--- config.mk ---
export PLATFORM = sky130hd
export DESIGN_NAME = dda_line_rasterizer_flat
export DESIGN_NICKNAME = d
export VERILOG_FILES = /design/src/hw/rtl/dda_pkg.sv /design/src/hw/rtl/dda_ifs.sv /design/src/hw/rtl/dda_ctrl.sv /design/src/hw/rtl/dda_dp.sv /design/src/hw/rtl/dda_line_rasterizer.sv /design/src/flat_wrapper.sv
export SDC_FILE = /design/constraint.sdc
export NUM_CORES = 1
export LEC_CHECK = 0
export BUFFER_PORTS_ARGS = -buffer_cell sky130_fd_sc_hd__buf_2
export CAP_MARGIN = 20
export CORE_UTILIZATION = 60
export CTS_CLUSTER_SIZE = 30
export DETAILED_ROUTE_END_ITERATION = 10
export PLACE_DENSITY = 0.8
export SLEW_MARGIN = 30
export SYNTH_ARGS = -nofsm -noshare
export SYNTH_HDL_FRONTEND = slang
export SYNTH_SLANG_ARGS = --single-unit
--- constraint.sdc ---
create_clock -name clk -period 4.65 [get_ports clk]
set_input_delay 0.2325 -clock clk [delete_from_list [all_inputs] [get_ports clk]]
set_output_delay 0.2325 -clock clk [all_outputs]
set_load 0.1 [all_outputs]
--- src/hw/rtl/dda_pkg.sv ---
// Package for the DDA line rasterizer: widths, register indexes, FSM states,
// payload structs and controller/datapath command and status structs.
// No dependencies.
`timescale 1ns / 1ps

package dda_pkg;

	localparam int INC_FRAC_BITS = 16;
	localparam int COORD_W       = 24;
	localparam int COORD_FRAC    = 8;
	localparam int POS_SHIFT     = INC_FRAC_BITS - COORD_FRAC;
	localparam int POS_W         = 40;
	localparam int INT_W         = POS_W - INC_FRAC_BITS;
	localparam int DELTA_W       = COORD_W + 1;
	localparam int STEP_W        = 16;
	localparam int DIV_BITS      = DELTA_W + POS_SHIFT;
	localparam int DIV_CNT_W     = $clog2(DIV_BITS);
	localparam int COLOR_W       = 32;
	localparam int PIX_W         = 12;
	localparam int SCREEN_W      = 13;
	localparam int SCREEN_MAX    = 4096;
	localparam int CFG_IDX_W     = 1;

	localparam logic [CFG_IDX_W-1:0] REG_SCREEN_WIDTH  = 1'd0;
	localparam logic [CFG_IDX_W-1:0] REG_SCREEN_HEIGHT = 1'd1;

	localparam logic KIND_LOAD = 1'b0;
	localparam logic KIND_STEP = 1'b1;

	typedef enum logic [1:0] {
		ST_IDLE,
		ST_DIV,
		ST_DONE
	} state_t;

	typedef struct packed {
		logic                      kind;
		logic signed [COORD_W-1:0] start_x;
		logic signed [COORD_W-1:0] start_y;
		logic signed [COORD_W-1:0] end_x;
		logic signed [COORD_W-1:0] end_y;
		logic [COLOR_W-1:0]        line_color;
	} seg_in_t;

	typedef struct packed {
		logic               pixel_valid;
		logic [PIX_W-1:0]   pixel_x;
		logic [PIX_W-1:0]   pixel_y;
		logic [COLOR_W-1:0] pixel_color;
		logic               last_step;
		logic               idle;
	} pix_out_t;

	typedef struct packed {
		logic load_seg;
		logic div_step;
		logic push_load;
		logic push_step;
	} ctrl_cmd_t;

	typedef struct packed {
		logic out_free;
	} dp_status_t;

endpackage

--- src/hw/rtl/dda_ifs.sv ---
// Valid/ready channel interfaces: segment requests in, pixel results out.
// Depends on dda_pkg.
`timescale 1ns / 1ps

interface dda_cmd_if;
	logic                                valid;
	logic                                ready;
	logic                                kind;
	logic signed [dda_pkg::COORD_W-1:0]  start_x;
	logic signed [dda_pkg::COORD_W-1:0]  start_y;
	logic signed [dda_pkg::COORD_W-1:0]  end_x;
	logic signed [dda_pkg::COORD_W-1:0]  end_y;
	logic [dda_pkg::COLOR_W-1:0]         line_color;

	modport source (output valid, kind, start_x, start_y, end_x, end_y, line_color,
		input ready);
	modport sink (input valid, kind, start_x, start_y, end_x, end_y, line_color,
		output ready);
endinterface

interface dda_pix_if;
	logic                        valid;
	logic                        ready;
	logic                        pixel_valid;
	logic [dda_pkg::PIX_W-1:0]   pixel_x;
	logic [dda_pkg::PIX_W-1:0]   pixel_y;
	logic [dda_pkg::COLOR_W-1:0] pixel_color;
	logic                        last_step;
	logic                        idle;

	modport source (output valid, pixel_valid, pixel_x, pixel_y, pixel_color, last_step,
		idle, input ready);
	modport sink (input valid, pixel_valid, pixel_x, pixel_y, pixel_color, last_step,
		idle, output ready);
endinterface

--- src/hw/rtl/dda_ctrl.sv ---
// Controller FSM: accepts requests, sequences the serial divider on a segment
// load and issues commands to the datapath. Depends on dda_pkg.
`timescale 1ns / 1ps

module dda_ctrl (
	input  logic                clk,
	input  logic                arst_n,
	input  logic                in_valid,
	input  logic                in_kind,
	input  dda_pkg::dp_status_t status,
	output logic                in_ready,
	output dda_pkg::ctrl_cmd_t  cmd
);

	dda_pkg::state_t                  state_q;
	dda_pkg::state_t                  state_nxt;
	logic [dda_pkg::DIV_CNT_W-1:0]    cnt_q;
	logic                             div_last;
	logic                             accept;
	logic                             take;

	assign div_last = (cnt_q == dda_pkg::DIV_CNT_W'(dda_pkg::DIV_BITS - 1));
	assign accept   = in_valid && in_ready;
	assign take     = in_valid && status.out_free;

	always_comb begin
		state_nxt = state_q;
		case (state_q)
			dda_pkg::ST_IDLE: begin
				if (accept && in_kind == dda_pkg::KIND_LOAD)
					state_nxt = dda_pkg::ST_DIV;
			end
			dda_pkg::ST_DIV: begin
				if (div_last)
					state_nxt = dda_pkg::ST_DONE;
			end
			dda_pkg::ST_DONE: begin
				if (status.out_free)
					state_nxt = dda_pkg::ST_IDLE;
			end
			default: state_nxt = dda_pkg::ST_IDLE;
		endcase
	end

	always_comb begin
		in_ready = 1'b0;
		cmd      = '0;
		case (state_q)
			dda_pkg::ST_IDLE: begin
				in_ready      = status.out_free;
				cmd.load_seg  = take && in_kind == dda_pkg::KIND_LOAD;
				cmd.push_step = take && in_kind == dda_pkg::KIND_STEP;
			end
			dda_pkg::ST_DIV: begin
				cmd.div_step = 1'b1;
			end
			dda_pkg::ST_DONE: begin
				cmd.push_load = status.out_free;
			end
			default: begin
				in_ready = 1'b0;
			end
		endcase
	end

	always_ff @(posedge clk or negedge arst_n) begin
		if (!arst_n) begin
			state_q <= dda_pkg::ST_IDLE;
			cnt_q   <= '0;
		end else begin
			state_q <= state_nxt;
			if (cmd.load_seg)
				cnt_q <= '0;
			else if (cmd.div_step)
				cnt_q <= cnt_q + 1'b1;
		end
	end

endmodule

--- src/hw/rtl/dda_dp.sv ---
// Datapath: segment state, screen registers, two restoring dividers sharing one
// sequence, the step/advance logic and the output register. Depends on dda_pkg.
`timescale 1ns / 1ps

module dda_dp (
	input  logic                                 clk,
	input  logic                                 arst_n,
	input  dda_pkg::ctrl_cmd_t                   cmd,
	output dda_pkg::dp_status_t                  status,
	input  dda_pkg::seg_in_t                     seg,
	input  logic                                 cfg_wen,
	input  logic [dda_pkg::CFG_IDX_W-1:0]        cfg_index,
	input  logic [dda_pkg::SCREEN_W-1:0]         cfg_data,
	output logic                                 out_valid,
	input  logic                                 out_ready,
	output dda_pkg::pix_out_t                    out_item
);

	localparam int PW = dda_pkg::POS_W;
	localparam int DW = dda_pkg::DELTA_W;
	localparam int QW = dda_pkg::DIV_BITS;
	localparam int SW = dda_pkg::STEP_W;
	localparam int IW = dda_pkg::INT_W;
	localparam int CW = dda_pkg::COORD_W;

	logic signed [PW-1:0]          pos_x_q, pos_y_q, inc_x_q, inc_y_q;
	logic [SW-1:0]                 steps_q;
	logic [dda_pkg::COLOR_W-1:0]   color_q;
	logic [dda_pkg::SCREEN_W-1:0]  width_q, height_q;
	logic [QW-1:0]                 quo_x_q, quo_y_q;
	logic [SW-1:0]                 rem_x_q, rem_y_q;
	logic                          neg_x_q, neg_y_q;
	logic                          out_valid_q;
	dda_pkg::pix_out_t             out_q;

	logic signed [DW-1:0]          dx, dy;
	logic [DW-1:0]                 ax, ay, big;
	logic [SW:0]                   trial_x, trial_y, diff_x, diff_y;
	logic signed [PW-1:0]          qx_ext, qy_ext, inc_x_new, inc_y_new;
	logic [dda_pkg::SCREEN_W-1:0]  w_eff, h_eff;
	logic [IW-1:0]                 xi, yi;
	logic                          on_x, on_y, has_steps;
	dda_pkg::pix_out_t             step_res, load_res;

	assign dx  = {seg.end_x[CW-1], seg.end_x} - {seg.start_x[CW-1], seg.start_x};
	assign dy  = {seg.end_y[CW-1], seg.end_y} - {seg.start_y[CW-1], seg.start_y};
	assign ax  = dx[DW-1] ? DW'(-dx) : DW'(dx);
	assign ay  = dy[DW-1] ? DW'(-dy) : DW'(dy);
	assign big = (ax > ay) ? ax : ay;

	assign trial_x = {rem_x_q, quo_x_q[QW-1]};
	assign trial_y = {rem_y_q, quo_y_q[QW-1]};
	assign diff_x  = trial_x - {1'b0, steps_q};
	assign diff_y  = trial_y - {1'b0, steps_q};

	assign qx_ext    = PW'(quo_x_q);
	assign qy_ext    = PW'(quo_y_q);
	assign inc_x_new = neg_x_q ? -qx_ext : qx_ext;
	assign inc_y_new = neg_y_q ? -qy_ext : qy_ext;

	assign w_eff = (width_q > dda_pkg::SCREEN_W'(dda_pkg::SCREEN_MAX))
		? dda_pkg::SCREEN_W'(dda_pkg::SCREEN_MAX) : width_q;
	assign h_eff = (height_q > dda_pkg::SCREEN_W'(dda_pkg::SCREEN_MAX))
		? dda_pkg::SCREEN_W'(dda_pkg::SCREEN_MAX) : height_q;

	assign xi   = pos_x_q[PW-1:dda_pkg::INC_FRAC_BITS];
	assign yi   = pos_y_q[PW-1:dda_pkg::INC_FRAC_BITS];
	assign on_x = !pos_x_q[PW-1] && (xi != '0) && (xi < IW'(w_eff));
	assign on_y = !pos_y_q[PW-1] && (yi != '0) && (yi < IW'(h_eff));
	assign has_steps = (steps_q != '0);

	always_comb begin
		step_res = '0;
		if (has_steps) begin
			if (on_x && on_y) begin
				step_res.pixel_valid = 1'b1;
				step_res.pixel_x     = xi[dda_pkg::PIX_W-1:0];
				step_res.pixel_y     = yi[dda_pkg::PIX_W-1:0];
				step_res.pixel_color = color_q;
			end
			step_res.last_step = (steps_q == SW'(1));
			step_res.idle      = (steps_q == SW'(1));
		end else begin
			step_res.idle = 1'b1;
		end
	end

	always_comb begin
		load_res      = '0;
		load_res.idle = !has_steps;
	end

	assign status.out_free = !out_valid_q || out_ready;
	assign out_valid       = out_valid_q;
	assign out_item        = out_q;

	always_ff @(posedge clk or negedge arst_n) begin
		if (!arst_n) begin
			steps_q     <= '0;
			width_q     <= dda_pkg::SCREEN_W'(1920);
			height_q    <= dda_pkg::SCREEN_W'(1080);
			out_valid_q <= 1'b0;
		end else begin
			if (cfg_wen && cfg_index == dda_pkg::REG_SCREEN_WIDTH)
				width_q <= cfg_data;
			if (cfg_wen && cfg_index == dda_pkg::REG_SCREEN_HEIGHT)
				height_q <= cfg_data;
			if (cmd.load_seg)
				steps_q <= big[dda_pkg::COORD_FRAC +: SW];
			else if (cmd.push_step && has_steps)
				steps_q <= steps_q - 1'b1;
			if (cmd.push_load || cmd.push_step)
				out_valid_q <= 1'b1;
			else if (out_ready)
				out_valid_q <= 1'b0;
		end
	end

	always_ff @(posedge clk) begin
		if (cmd.load_seg) begin
			pos_x_q <= PW'(seg.start_x) <<< dda_pkg::POS_SHIFT;
			pos_y_q <= PW'(seg.start_y) <<< dda_pkg::POS_SHIFT;
			color_q <= seg.line_color;
			quo_x_q <= {ax, {dda_pkg::POS_SHIFT{1'b0}}};
			quo_y_q <= {ay, {dda_pkg::POS_SHIFT{1'b0}}};
			rem_x_q <= '0;
			rem_y_q <= '0;
			neg_x_q <= dx[DW-1];
			neg_y_q <= dy[DW-1];
		end else if (cmd.div_step) begin
			rem_x_q <= diff_x[SW] ? trial_x[SW-1:0] : diff_x[SW-1:0];
			rem_y_q <= diff_y[SW] ? trial_y[SW-1:0] : diff_y[SW-1:0];
			quo_x_q <= {quo_x_q[QW-2:0], !diff_x[SW]};
			quo_y_q <= {quo_y_q[QW-2:0], !diff_y[SW]};
		end else if (cmd.push_step && has_steps) begin
			pos_x_q <= pos_x_q + inc_x_q;
			pos_y_q <= pos_y_q + inc_y_q;
		end
		if (cmd.push_load) begin
			inc_x_q <= has_steps ? inc_x_new : '0;
			inc_y_q <= has_steps ? inc_y_new : '0;
			out_q   <= load_res;
		end else if (cmd.push_step) begin
			out_q <= step_res;
		end
	end

endmodule

--- src/hw/rtl/dda_line_rasterizer.sv ---
// Top level of the DDA line rasterizer: joins controller and datapath to the
// request/pixel channels and the config port. Depends on dda_pkg, dda_ifs,
// dda_ctrl and dda_dp.
//
//   port      | dir | handshake     | carries
//   cmd       | in  | valid/ready   | kind, start/end points, line color
//   pixel     | out | valid/ready   | pixel flag, x, y, color, last, idle
//   cfg_*     | in  | write enable  | screen width / height
//
// Step requests give one pixel per cycle while the sink keeps up.
// A load request is accepted in ST_IDLE, runs the bit-serial restoring divider
// in ST_DIV and commits increments in ST_DONE once the output register frees.
// Reset clears the FSM, step count and output valid; screen is 1920 x 1080.
// A stalled pixel output holds the request side until the register frees.
`timescale 1ns / 1ps

module dda_line_rasterizer (
	input  logic                            clk,
	input  logic                            arst_n,
	dda_cmd_if.sink                         cmd,
	dda_pix_if.source                       pixel,
	input  logic                            cfg_wen,
	input  logic [dda_pkg::CFG_IDX_W-1:0]   cfg_index,
	input  logic [dda_pkg::SCREEN_W-1:0]    cfg_data
);

	dda_pkg::ctrl_cmd_t   ctrl_cmd;
	dda_pkg::dp_status_t  dp_status;
	dda_pkg::seg_in_t     seg;
	dda_pkg::pix_out_t    out_item;

	assign seg.kind       = cmd.kind;
	assign seg.start_x    = cmd.start_x;
	assign seg.start_y    = cmd.start_y;
	assign seg.end_x      = cmd.end_x;
	assign seg.end_y      = cmd.end_y;
	assign seg.line_color = cmd.line_color;

	dda_ctrl u_ctrl (
		.clk      (clk),
		.arst_n   (arst_n),
		.in_valid (cmd.valid),
		.in_kind  (cmd.kind),
		.status   (dp_status),
		.in_ready (cmd.ready),
		.cmd      (ctrl_cmd)
	);

	dda_dp u_dp (
		.clk       (clk),
		.arst_n    (arst_n),
		.cmd       (ctrl_cmd),
		.status    (dp_status),
		.seg       (seg),
		.cfg_wen   (cfg_wen),
		.cfg_index (cfg_index),
		.cfg_data  (cfg_data),
		.out_valid (pixel.valid),
		.out_ready (pixel.ready),
		.out_item  (out_item)
	);

	assign pixel.pixel_valid = out_item.pixel_valid;
	assign pixel.pixel_x     = out_item.pixel_x;
	assign pixel.pixel_y     = out_item.pixel_y;
	assign pixel.pixel_color = out_item.pixel_color;
	assign pixel.last_step   = out_item.last_step;
	assign pixel.idle        = out_item.idle;

endmodule

--- src/flat_wrapper.sv ---
// flat-port wrapper written by rule: the top's interface ports become plain ports
module dda_line_rasterizer_flat 
  (clk, arst_n, cfg_wen, cfg_index, cfg_data, cmd_valid, cmd_kind, cmd_start_x, cmd_start_y, cmd_end_x, cmd_end_y, cmd_line_color, cmd_ready, pixel_valid, pixel_pixel_valid, pixel_pixel_x, pixel_pixel_y, pixel_pixel_color, pixel_last_step, pixel_idle, pixel_ready);
  dda_cmd_if cmd_i ();
  dda_pix_if pixel_i ();
  input  logic clk;
  input  logic arst_n;
  input  logic cfg_wen;
  input  logic [dda_pkg::CFG_IDX_W-1:0] cfg_index;
  input  logic [dda_pkg::SCREEN_W-1:0] cfg_data;
  input wire logic [$bits(cmd_i.valid)-1:0] cmd_valid;
  input wire logic [$bits(cmd_i.kind)-1:0] cmd_kind;
  input wire logic [$bits(cmd_i.start_x)-1:0] cmd_start_x;
  input wire logic [$bits(cmd_i.start_y)-1:0] cmd_start_y;
  input wire logic [$bits(cmd_i.end_x)-1:0] cmd_end_x;
  input wire logic [$bits(cmd_i.end_y)-1:0] cmd_end_y;
  input wire logic [$bits(cmd_i.line_color)-1:0] cmd_line_color;
  output wire logic [$bits(cmd_i.ready)-1:0] cmd_ready;
  output wire logic [$bits(pixel_i.valid)-1:0] pixel_valid;
  output wire logic [$bits(pixel_i.pixel_valid)-1:0] pixel_pixel_valid;
  output wire logic [$bits(pixel_i.pixel_x)-1:0] pixel_pixel_x;
  output wire logic [$bits(pixel_i.pixel_y)-1:0] pixel_pixel_y;
  output wire logic [$bits(pixel_i.pixel_color)-1:0] pixel_pixel_color;
  output wire logic [$bits(pixel_i.last_step)-1:0] pixel_last_step;
  output wire logic [$bits(pixel_i.idle)-1:0] pixel_idle;
  input wire logic [$bits(pixel_i.ready)-1:0] pixel_ready;
  assign cmd_i.valid = cmd_valid;
  assign cmd_i.kind = cmd_kind;
  assign cmd_i.start_x = cmd_start_x;
  assign cmd_i.start_y = cmd_start_y;
  assign cmd_i.end_x = cmd_end_x;
  assign cmd_i.end_y = cmd_end_y;
  assign cmd_i.line_color = cmd_line_color;
  assign cmd_ready = cmd_i.ready;
  assign pixel_valid = pixel_i.valid;
  assign pixel_pixel_valid = pixel_i.pixel_valid;
  assign pixel_pixel_x = pixel_i.pixel_x;
  assign pixel_pixel_y = pixel_i.pixel_y;
  assign pixel_pixel_color = pixel_i.pixel_color;
  assign pixel_last_step = pixel_i.last_step;
  assign pixel_idle = pixel_i.idle;
  assign pixel_i.ready = pixel_ready;
  dda_line_rasterizer u_core (.clk(clk), .arst_n(arst_n), .cmd(cmd_i), .pixel(pixel_i), .cfg_wen(cfg_wen), .cfg_index(cfg_index), .cfg_data(cfg_data));
endmodule
# Word level (Yosys, flattened, before mapping)
# Index checks and enable logic that the tools add are counted.
[totals]
output_inout_bits = 61
register_bits = 402
wordCells = 130
in_bits = 148
[op_classes]
n_eq_ne = 8
muxes = 39
bitwise_logic = 3
add_sub_neg = 12
n_reduce_logical = 34
order_cmp = 5
[ops]
columns = ["operator", "n"]
rows = [
  ["two-way mux 40 bit", 6],
  ["two-way mux 33 bit", 6],
  ["adder 40 bit", 2],
  ["negation 33 -> 40 bit", 2],
  ["two-way mux 16 bit", 4],
  ["two-way mux 58 bit", 1],
  ["two-way mux 57 bit", 1],
  ["two-way mux 25 bit", 2],
  ["negation 25 bit", 2],
  ["subtractor 24 x 24 -> 25 bit", 2],
  ["< comparator 24 x 13 -> 1 bit", 2],
  ["nonzero test 24 bit", 2],
  ["subtractor 17 x 16 -> 17 bit", 2],
  ["> comparator 13 bit (second input constant)", 2],
  ["two-way mux 13 bit", 2],
  ["> comparator 25 bit", 1],
  ["two-way mux 24 bit", 1],
  ["equality test 16 x 1 -> 1 bit (second input constant)", 1],
  ["nonzero test 16 bit", 1],
  ["subtractor 16 x 1 -> 16 bit (second input constant)", 1],
  ["logical AND 1 bit", 13],
  ["two-way mux 6 bit", 2],
  ["two-way mux 1 bit", 10],
  ["AND reduction 2 bit", 4],
  ["other kinds (14)", 29],
]

# Logic depth before layout (Yosys ltp)
[logic_depth]
ltp_word = 9
depth_mapped = 26
depth_no_buf = 24

# Hierarchy
# From an unflattened synthesis, not the netlist that was laid out.
[unflattened]
hier_cells = 2928
area_unflattened_um2 = 27139.8
[by_module_without_submodules]
columns = ["mod", "instances", "cells_each", "seq_area_each_um2", "area_each_um2"]
rows = [
  ["dda_dp", 1, 2884, 10405.0, 26698.1],
  ["dda_ctrl", 1, 44, 200.2, 441.7],
]

# Worst setup path after synthesis
# Ideal clock, no wire load.
[synth_path]
path_kind = "register to register"
from = "register u_core.u_dp.out_valid_q (netlist: u_core.u_dp.out_valid)"
to = "register u_core.u_dp.pos_x_q[10], enable pin"
path_slack_ns = -1.190
t_required_ns = 4.231
path_stages_with_launch = 9
setup_time_ns = 0.419
path_buffers = 2
synth_period_minus_slack_ns = 5.840
arrival_ns = 5.422
cell_sequence = "dfrtp_1 > nor2b_1 > nor3_1 > and3_1 > clkbuf_1 > and2_1 > clkbuf_1 > nor2_1 > inv_1"
[synth_via]
elab_chain_cells = 8
elab_cells_between_ends = 11
cone_classes = "eq/ne: 1; mux: 2; reduce/logical: 8"
[synth_rtl]
columns = ["element", "line_no", "rtl"]
rows = [
  ["start, declared", "dda_dp.sv:33", "logic out_valid_q;"],
  ["start signal, assigned", "dda_dp.sv:102", "out_valid_q <= 1'b0;"],
  ["start signal, assigned", "dda_dp.sv:113", "out_valid_q <= 1'b1;"],
  ["start signal, assigned", "dda_dp.sv:115", "out_valid_q <= 1'b0;"],
  ["logical NOT 1 bit (*)", "dda_dp.sv:93", "assign status.out_free = !out_valid_q || out_ready;"],
  ["logical OR 1 bit (*)", "dda_dp.sv:93", ""],
  ["logical AND 1 bit (*)", "dda_ctrl.sv:24", "assign take = in_valid && status.out_free;"],
  ["logical AND 1 bit", "dda_ctrl.sv:52", "cmd.push_step = take && in_kind == dda_pkg::KIND_STEP;"],
  ["two-way mux 1 bit", "dda_ctrl.sv:48", "case (state_q)"],
  ["logical AND 1 bit", "dda_dp.sv:135", "end else if (cmd.push_step && has_steps) begin"],
  ["nonzero test 2 bit (no source line)", "n/a", ""],
  ["AND reduction 2 bit (no source line) (*)", "n/a", ""],
  ["end signal, assigned", "dda_dp.sv:121", "pos_x_q <= PW'(seg.start_x) <<< dda_pkg::POS_SHIFT;"],
  ["end signal, assigned", "dda_dp.sv:136", "pos_x_q <= pos_x_q + inc_x_q;"],
  ["end, declared", "dda_dp.sv:26", "logic signed [PW-1:0] pos_x_q, pos_y_q, inc_x_q, inc_y_q;"],
]
# Mark *: on every way between the ends. The rest lies on a longest branch, timed or not.
# A chain may end at the register's enable or synchronous reset.

# Worst setup path after layout
[layout_path]
from = "input port cmd_start_x[4]"
to = "register u_core.u_dp.steps_q[6]"
[layout_via]
elab_chain_cells = 6
[layout_rtl]
columns = ["element", "line_no", "rtl"]
rows = [
  ["start, declared", "flat_wrapper.sv:13", "input wire logic [$bits(cmd_i.start_x)-1:0] cmd_start_x;"],
  ["subtractor 24 x 24 -> 25 bit (*)", "dda_dp.sv:45", "assign dx = {seg.end_x[CW-1], seg.end_x} - {seg.start_x[CW-1], seg.start_x};"],
  ["negation 25 bit", "dda_dp.sv:47", "assign ax = dx[DW-1] ? DW'(-dx) : DW'(dx);"],
  ["two-way mux 25 bit (*)", "dda_dp.sv:47", ""],
  ["> comparator 25 bit", "dda_dp.sv:49", "assign big = (ax > ay) ? ax : ay;"],
  ["two-way mux 24 bit (*)", "dda_dp.sv:49", ""],
  ["two-way mux 16 bit (*)", "dda_dp.sv:108", "if (cmd.load_seg)"],
  ["end signal, assigned", "dda_dp.sv:109", "steps_q <= big[dda_pkg::COORD_FRAC +: SW];"],
  ["end signal, assigned", "dda_dp.sv:111", "steps_q <= steps_q - 1'b1;"],
  ["end, declared", "dda_dp.sv:27", "logic [SW-1:0] steps_q;"],
]
# Marks and branches as above.

==> impl_metrics.ini <==
[placed_design]
place_ws_ps = -678
gp_congestion = 1.00
portBuffers = 208
hpwl_mm = 65.7

[global_routing]
antenna_found_initial = 2
track_usage = 0.379
grt_max_degree = 89
grt-busiest-layer = met2
grt_pass1_wl_mm = 137
grt_use_met2 = 0.631
met3_usage = 0.0655
grt_util_met1 = 0.493
grt_pass1_vias = 24800
grt.overflow.total = 0

[route]
vias_per_cell = 6.35
routed_wl_mm = 88.9
ant_nets = 0
drc = 0
avgRoutedWirePerCell_um = 22.1
first_pass_iters = 6
drt_iter0_markers = 2636
vias = 25500

[synth]
synth_cell_types = 89
seq_area_frac_synth = 0.393
yosys_most_used_dff = edfxtp_1
postSynthNetCount = 3269
syn-mean-instance-area_sq_um = 9.30
synthMuxAreaShare = 0.0257
synth_seq_cells = 402
synth-adder-area-share = 0.104
yosysWarnings = 0
synth_cells = 2900
synth.top_cell.area_share = 0.255
synthesis.area_sq_um = 27000
synthSimpleGateAreaFrac = 0.153
yosysTopAreaCell = edfxtp_1
synth_xor_xnor_area_share = 0.0789
synth_area_leaders = edfxtp_1 26%, ha_1 10%, dfxtp_1 9.1%
async_flop_share = 0.127
synth_edf_count = 229
synth_top_family_by_area = compound AO/OA/AOI/OAI gates
synth_compound_area_frac = 0.207

[pwr]
swShare = 0.404
pwr-share-clk = 0.205
power_density_nw_per_um2 = 537
p_sw_mw = 7.23
p_leak_nw = 14.5
combPwrFrac = 0.477
power_mw = 17.9
intPower_mw = 10.7
seqPwrFrac = 0.318
ir_worst_vdd_mv = 0.409

[cells_and_area]
mostFrequentLayoutCell = buf_4
multi_input_area_sq_um = 15900
fillers = 3090
seq_area_sq_um = 10600
drive_above_1_share = 0.215
area_growth_pct = 23.6
final_nets = 3762
mostFrequentLayoutCells = 302 x buf_4, 271 x nand2_1, 229 x edfxtp_1

[clocking]
cts_tree = built
cts_inserted_buffers = 44
path_clk_slew_ps = 60
cts_root_buf = clkbuf_16
cts_sinks = 402
cts.path.max_buffers = 3
clock_latency_ps = 610
h-tree-depth = 2

[timing]
tightest_slew_ps = 1050
final_max_slew_viol_count = 0
finalCritPeriodShare = 0.971
whs_ps = 70.4
hold_viol = 0
fin_skew_ps = 30.5
setup-tns-final_ps = 0
clock.fmax_mhz = 221
slew-limit-headroom = 0.298
fin_crit_ps = 4520
grt_setup_unrepaired = true
setup_viol = 0
setup_slack_ps = 133

[floorplanning]
start_util = 0.610
dieArea_sq_um = 45800
fp-row-count = 77
placeableCoreArea_sq_um = 44200
pin_count = 209
die_y_um = 214
die_w_um = 214

[setup_path]
crit_fanout = 5
required_ps = 5080
endpoint_kind = register
crit_type = in -> reg
arrival_ps = 4950
startpoint_type = input port

[worst_hold_path]
hp-class = in -> reg

[status]
status = completed

[run]
max-cap-violations = 0
## routing by layer
metal	vias up	part of all wire
met5	-	0.00026
met4	4	0.042
met3	264	0.087
met2	1312	0.47
met1	12300	0.40
li1	11700	-
## power by group through the flow
stage / clock network (mW) / registers, mW / logic, mW
floorplan: 0 / 5.43 / 5.66
global placement: 0 / 5.66 / 7.71
detailed placement: 0 / 5.71 / 8.05
CTS: 3.65 / 5.64 / 8.16
global route: 3.79 / 5.76 / 9.31
finish: 3.66 / 5.69 / 8.54
## timing repair
action / CTS / global route
endpoints found under the hold margin: 103 / 0
setup endpoints to repair: 14 / 16
buffers inserted: 0 / 14
cloned: 0 / 1
gates resized for setup: 5 / 83
hold buffers: 48 / 0
pin swaps: 0 / 33
## state kept, by name, summed over array words and instances (netlist names), 32 cells and up
name                  count
u_core.u_dp.out_item     59
u_core.u_dp.inc_x_q      40
u_core.u_dp.inc_y_q      40
u_core.u_dp.pos_x_q      40
u_core.u_dp.pos_y_q      40
u_core.u_dp.quo_x_q      33
u_core.u_dp.quo_y_q      33
u_core.u_dp.color_q      32
## final cells by class
class                           instances  share of cell area
Multi-Input combinational cell       2233               0.476
Sequential cell                       402               0.318
Timing Repair Buffer                  575               0.123
Clock buffer                           55              0.0352
Tap cell                              592              0.0222
Inverter                              137              0.0159
Clock inverter                         27             0.00965
Antenna cell                            1           0.0000751
## per-stage QoR
step | cells | utilization | area, sq um
after floorplan | 2900 | - | 27000
after global placement | 3873 | 0.695 | 30700
after detailed placement | 3875 | 0.696 | 30800
after CTS | 4005 | 0.741 | 32800
after global routing | 4021 | 0.753 | 33300
final | 4022 | 0.753 | 33300
## synth_stat cells, types with 12 or more instances
master,instances
nor4_1,30
edfxtp_1,229
dfrtp_1,43
or3_1,26
and2_1,12
clkbuf_1,114
mux2_2,26
inv_1,133
a31oi_1,32
dfxtp_1,122
nand2_1,273
o31ai_1,32
a21oi_1,173
mux2i_1,40
o21ai_1,68
o211ai_1,20
o21ai_0,141
nand2b_1,41
nand3_1,70
nor3_1,61
xnor2_1,107
and3_1,21
o21bai_1,17
ha_1,215
a21o_1,68
o22ai_1,47
nor2b_1,32
nand4_1,27
a22o_1,86
a211oi_1,28
o21a_1,27
nor2_1,199
xor2_1,134
## worst paths after layout
kind,slack [ps],end,depth (start not counted),from
worst min register to register,450,u_core.u_dp.out_item[16]$_SDFFE_PP0P_,1,u_core.u_dp.color_q[14]$_DFFE_PP_
min in group asynchronous,370,u_core.u_dp.height_q[9]$_DFFE_PN0P_,3,arst_n
worst max-delay path,130,u_core.u_dp.steps_q[6]$_DFFE_PN0P_,26,cmd_start_x[4]
max in group asynchronous,3770,u_core.u_ctrl.state_q[1]$_DFFE_PN0P_,3,arst_n
worst min-delay path,70,u_core.u_dp.pos_y_q[14]$_DFFE_PP_,3,cmd_start_y[6]
worst max register to register,550,u_core.u_dp.rem_x_q[1]$_SDFFE_PP0P_,15,u_core.u_dp.quo_x_q[32]$_DFFE_PP_
## critical path: stages
cell and delay [ps]:
buf_2 130, clkinvlp_4 230, ha_4 250, buf_4 140, nor2_2 160, nand2_2 110
buf_4 160, o211a_1 220, or4b_1 470, nand4_1 220, nor4b_4 90, buf_4 150
and3b_1 190, buf_4 150, a31oi_1 210, xor2_1 220, ha_1 290, a21o_1 180
a21o_1 190, a21oi_2 150, o21ai_2 90, o22a_2 320, buf_6 140, mux2i_1 100
nor2_1 90, a21oi_1 50
## kinds of logic after synthesis
logic type,count (synthesis)
buffers and inverters,266
adder cells (fa/ha/maj),221
AND/OR/NAND/NOR,856
flip-flops,402
AO/OA/AOI/OAI,847
XOR/XNOR,242
multiplexers,66
Power figures use the tool's default switching activity.
